$ cat src/sv/gcwf_pkg.sv
// ----------------------------------------------------------------------------
// gcwf_pkg
// Shared types and constants for the grid cost wavefront field.
// ----------------------------------------------------------------------------
package gcwf_pkg;

	localparam int MAX_SIDE   = 64;
	localparam int SIDE_BITS  = 7;
	localparam int CELL_BITS  = 12;
	localparam int CELLS      = 4096;
	localparam int COUNT_BITS = CELL_BITS + 1;
	localparam int VALUE_BITS = 22;
	localparam int COST_BITS  = 8;
	localparam int DIR_BITS   = 4;
	localparam int ADD_BITS   = COST_BITS + 1;

	localparam logic [VALUE_BITS-1:0] VAL_MAX  = {VALUE_BITS{1'b1}};
	localparam logic [DIR_BITS-1:0]   DIR_NONE = 4'd8;

	localparam logic [1:0] CFG_SIDE    = 2'd0;
	localparam logic [1:0] CFG_BLOCKED = 2'd1;

	typedef enum logic [1:0] {
		FUNC_LOAD = 2'd0,
		FUNC_MARK = 2'd1,
		FUNC_RUN  = 2'd2,
		FUNC_READ = 2'd3
	} func_t;

	typedef enum logic [1:0] {
		ST_NONE   = 2'd0,
		ST_QUEUED = 2'd1,
		ST_DONE   = 2'd2
	} status_t;

	typedef enum logic [3:0] {
		S_CLR,
		S_IDLE,
		S_RD,
		S_MK,
		S_POP,
		S_PW,
		S_PC,
		S_DIV,
		S_NB,
		S_CN,
		S_CA,
		S_CB,
		S_CV
	} state_t;

	typedef struct packed {
		func_t                 func;
		logic [CELL_BITS-1:0]  cell_index;
		logic [COST_BITS-1:0]  cell_cost;
	} cmd_t;

	typedef struct packed {
		logic                  result_kind;
		logic [VALUE_BITS-1:0] cell_value;
		logic [DIR_BITS-1:0]   parent_direction;
	} result_t;

	typedef struct packed {
		logic [VALUE_BITS-1:0] value;
		logic [DIR_BITS-1:0]   dir;
		status_t               status;
	} cell_word_t;

	typedef struct packed {
		logic                  cost_we;
		logic [CELL_BITS-1:0]  cost_waddr;
		logic [COST_BITS-1:0]  cost_wdata;
		logic [CELL_BITS-1:0]  cost_raddr;
		logic                  cell_we;
		logic [CELL_BITS-1:0]  cell_waddr;
		cell_word_t            cell_wdata;
		logic [CELL_BITS-1:0]  cell_raddr;
		logic                  q_we;
		logic [CELL_BITS-1:0]  q_waddr;
		logic [CELL_BITS-1:0]  q_wdata;
		logic [CELL_BITS-1:0]  q_raddr;
	} mem_req_t;

	function automatic logic [DIR_BITS-1:0] opposite(input logic [2:0] k);
		logic [DIR_BITS-1:0] r;
		case (k)
			3'd0: r = 4'd2;
			3'd1: r = 4'd3;
			3'd2: r = 4'd0;
			3'd3: r = 4'd1;
			3'd4: r = 4'd6;
			3'd5: r = 4'd7;
			3'd6: r = 4'd4;
			default: r = 4'd5;
		endcase
		return r;
	endfunction

endpackage

$ cat src/sv/gcwf_div.sv
// ----------------------------------------------------------------------------
// gcwf_div
// Restoring divider that splits a cell index into row and column.
// ----------------------------------------------------------------------------
module gcwf_div import gcwf_pkg::*; (
	input  logic                 clk,
	input  logic                 arst_n,
	input  logic                 start,
	input  logic [CELL_BITS-1:0] dividend,
	input  logic [SIDE_BITS-1:0] divisor,
	output logic [CELL_BITS-1:0] quotient,
	output logic [SIDE_BITS-1:0] remainder,
	output logic                 done
);

	localparam int CNT_BITS = $clog2(CELL_BITS + 1);

	logic [CNT_BITS-1:0]  cnt_q;
	logic                 run_q;
	logic                 done_q;
	logic [CELL_BITS-1:0] quo_q;
	logic [SIDE_BITS-1:0] rem_q;
	logic [SIDE_BITS-1:0] dvs_q;
	logic [SIDE_BITS:0]   trial;
	logic                 fits;

	assign trial = {rem_q, quo_q[CELL_BITS-1]};
	assign fits  = trial >= {1'b0, dvs_q};

	always_ff @(posedge clk or negedge arst_n) begin
		if (!arst_n) begin
			cnt_q  <= '0;
			run_q  <= 1'b0;
			done_q <= 1'b0;
		end else if (start) begin
			cnt_q  <= '0;
			run_q  <= 1'b1;
			done_q <= 1'b0;
		end else if (run_q) begin
			cnt_q <= cnt_q + 1'b1;
			if (cnt_q == CNT_BITS'(CELL_BITS - 1)) begin
				run_q  <= 1'b0;
				done_q <= 1'b1;
			end
		end
	end

	always_ff @(posedge clk) begin
		if (start) begin
			quo_q <= dividend;
			rem_q <= '0;
			dvs_q <= divisor;
		end else if (run_q) begin
			rem_q <= fits ? SIDE_BITS'(trial - {1'b0, dvs_q}) : trial[SIDE_BITS-1:0];
			quo_q <= {quo_q[CELL_BITS-2:0], fits};
		end
	end

	assign quotient  = quo_q;
	assign remainder = rem_q;
	assign done      = done_q;

endmodule

$ cat config.mk
export PLATFORM = sky130hd
export DESIGN_NAME = gcwf_div
export DESIGN_NICKNAME = d
export VERILOG_FILES = /design/src/sv/gcwf_pkg.sv /design/src/sv/gcwf_div.sv
export SDC_FILE = /design/constraint.sdc
export NUM_CORES = 1
export LEC_CHECK = 0
export ABC_AREA = 1
export BUFFER_PORTS_ARGS = -buffer_cell sky130_fd_sc_hd__clkbuf_2
export CAP_MARGIN = 25
export CORE_MARGIN = 2
export CORE_UTILIZATION = 30
export CTS_CLUSTER_DIAMETER = 200
export CTS_CLUSTER_SIZE = 12
export DETAILED_ROUTE_END_ITERATION = 10
export PLACE_DENSITY = 0.52
export SLEW_MARGIN = 20
export SYNTH_ARGS = -nofsm -noshare
export SYNTH_HDL_FRONTEND = slang
export SYNTH_SLANG_ARGS = --single-unit
$ cat constraint.sdc
create_clock -name clk -period 2 [get_ports clk]
set_input_delay 0.4 -clock clk [delete_from_list [all_inputs] [get_ports clk]]
set_output_delay 0.4 -clock clk [all_outputs]
set_load 0.1 [all_outputs]
==> qor.yml <==
run_status:
  status: "finished, final reports clean"
synth:
  synth-edff-count: 19
  synth_flop_cell: "edfxtp_1"
  synth.most_common_cell: "nand2_1"
  syn_area_um2: 1722
  ys_async_sr_fraction_pct: 18.75
  netlist_top_cells_area: "edfxtp_1, nand2_1, dfrtp_1"
  synth_nets: 234
  synth_top_area_share_pct: 33.14
  synth.avg_cell_area_um2: 8.481
  yosysTopAreaCell: "edfxtp_1"
  synth-seq-cells: 32
  yosys_warnings: 0
  netlist_instances: 203
  seq_area_frac_synth_pct: 50.00
  ys_types: 28
  ys_top_cells_by_count: "nand2_1, inv_1, edfxtp_1"
route:
  viasPerCell: 4.372
  postRouteAntennaNets: 0
  drc: 0
  routedWlPerCell_um: 11.73
  vias: 1421
  drt_iter0_markers: 52
  drt-total-wl_um: 3812
  dr.pass1.iters: 4
placement:
  numPortBuffers: 41
  post-place-cells: 316
  dp_hpwl_um: 2833
  place_congestion: 0.8026
sta:
  rsz0062_at_grt: "no"
  final-setup-viol-count: 0
  max_freq_mhz: 574.1
  setup-tns-final_ns: 0
  maxSlewViolCount: 0
  finalHoldViolations: 0
  slew_headroom_pct: 63.33
  period_share_pct: 87.09
  period_minus_slack_ns: 1.742
  whs_ns: 0.2844
  skew_ns: 0.007878
  tightest_slew_ns: 0.5523
cts:
  tritoncts: "done"
  hold_buffers: 1
  numCtsBuffers: 5
  cts_sinks: 32
  post-cts-setup-buffer-count: 0
  cts_root_buffer: "clkbuf_8"
  clk_path_buf_depth: 2
  htreeDepth: 2
  clock_latency_ns: 0.29
  clk_pin_slew_worst_paths_ns: 0.07
  cts_resized: 0
global_route:
  gr-total-overflow: 0
  grt_pass1_wl_um: 6499
  grt_use_total_pct: 13.40
  antenna_found_initial: 0
  grt_pass1_vias: 1386
  grt_max_degree: 19
run:
  cap_violations: 0
worst_setup_path:
  cp_num_buf_inv: 2
  crit_top_cell: "nand2_1"
  cpMaxStageDelayCell: "edfxtp_1"
  critPathMaxFanout: 8
  slowest_delay_ns: 0.36
  crit_type: "register to register"
  worstPathCellList: "inv_1 -> ha_2 -> fa_2 -> inv_2 -> nand2_1 -> nand2_1 -> nand2_1 -> nand2_1 -> nand2_2 -> a31oi_1"
  required_ns: 2.13
  endpoint_kind: "register"
  timing.critical_path.arrival_ns: 1.87
  worstSetupStartpointType: "register"
  critPathTopFamily: "adder cells"
power_and_ir_drop:
  power.density_nw_per_um2: 1358
  p_leak_uw: 0.001109
  worst_ir_drop_vdd_v: 0.0004417
cells_and_area:
  layout-drive-gt1-share_pct: 26.09
  synthToLayoutAreaGrowth_pct: 24.78
  diodes: 0
  stdcell_count: 325
  post-route-util_pct: 38.78
  fill_cells: 604
  finalNetCount: 283
floorplanning:
  num_rows: 27
  die_h_um: 79.76
  initial_core_util_pct: 31.07
  io_pins: 42
  dieArea_um2: 6361
  die_x_um: 79.76
  coreArea_um2: 5540
min_path:
  min_path_type: "input pin to register"
worst register-to-register path, cell delays in order, from the launching register on:
cell and delay [ns]:
edfxtp_1 0.36, inv_1 0.07, ha_2 0.18, fa_2 0.36, inv_2 0.07, nand2_1 0.04
nand2_1 0.08, nand2_1 0.07, nand2_1 0.07, nand2_2 0.12, a31oi_1 0.17
stage by stage:
stage	total power [uW]	cell area, um^2	setup slack, ns
3_3_place_gp	2322	2031	0.2519
3_5_place_dp	2317	2031	0.2626
4_1_cts	2950	2148	0.2193
5_1_grt	3112	2148	0.09652
6_report	2918	2148	0.2581
2_1_floorplan	2067	1728	-0.3099
kinds of logic after synthesis:
family,after synthesis,share of synthesized area [%]
compound gates,10,3.997
flops,32,50.00
fa+ha+maj,9,6.977
simple gates,120,31.18
buf+inv,29,6.323
xor+xnor,3,1.526
flip-flops by register name (all words and copies together) (netlist names):
signal / cells
done: 1
cnt_q: 4
quotient: 12
remainder: 7
run_q: 1
dvs_q: 7
placed cells by master, fill, tap and decap left out, drive strengths merged, types with 2 or more instances in the layout:
cell type / Yosys / final
nand2: 83 / 83
clkbuf: 2 / 47
inv: 27 / 27
edfxtp: 19 / 19
nand3: 17 / 17
nor2: 11 / 11
ha: 8 / 8
dfxtp: 7 / 7
dfrtp: 6 / 6
nand3b: 5 / 5
a21oi: 4 / 4
o21ai: 4 / 4
xor2: 3 / 3
nand4: 2 / 2
buf: 0 / 2
layer usage:
metal	GRT usage (%)	wire length [um]	vias to the layer above
li1	-	-	750
met3	4.072	191	6
met1	17.09	1799	634
met4	4.576	47	0
met2	21.60	1774	31
met5	0	0	-
cell type report:
| cell class | instances | area (um^2) | share of cell area [%] |
|---|---|---|---|
| Clock buffer | 6 | 72.57 | 3.378 |
| Tap cell | 72 | 90.09 | 4.193 |
| Timing Repair Buffer | 44 | 230.2 | 10.72 |
| Sequential cell | 32 | 862.1 | 40.13 |
| Inverter | 27 | 101.3 | 4.718 |
| Clock inverter | 2 | 35.03 | 1.631 |
| Multi-Input combinational cell | 142 | 757.0 | 35.24 |
power by group:
group	leakage [uW]	internal (uW)	total, uW	switching, uW
logic	0.000720	351	1410	1060
registers	0.000334	808	884	75.5
clock network	0.0000552	370	622	252
path summary, 6_finish.rpt:
kind	from	endpoint	slack, ns	cells after the start
setup / recovery	quotient[11]	quotient[0]	0.26	10
hold / removal	divisor[6]	dvs_q[6]	0.28	1
setup reg to reg	quotient[11]	quotient[0]	0.26	10
hold reg to reg	cnt_q[3]	cnt_q[3]	0.46	1
max in group asynchronous	arst_n	run_q	1.37	2
min in group asynchronous	arst_n	cnt_q[3]	0.47	2
Note: power is estimated with default switching activity, not from simulation.
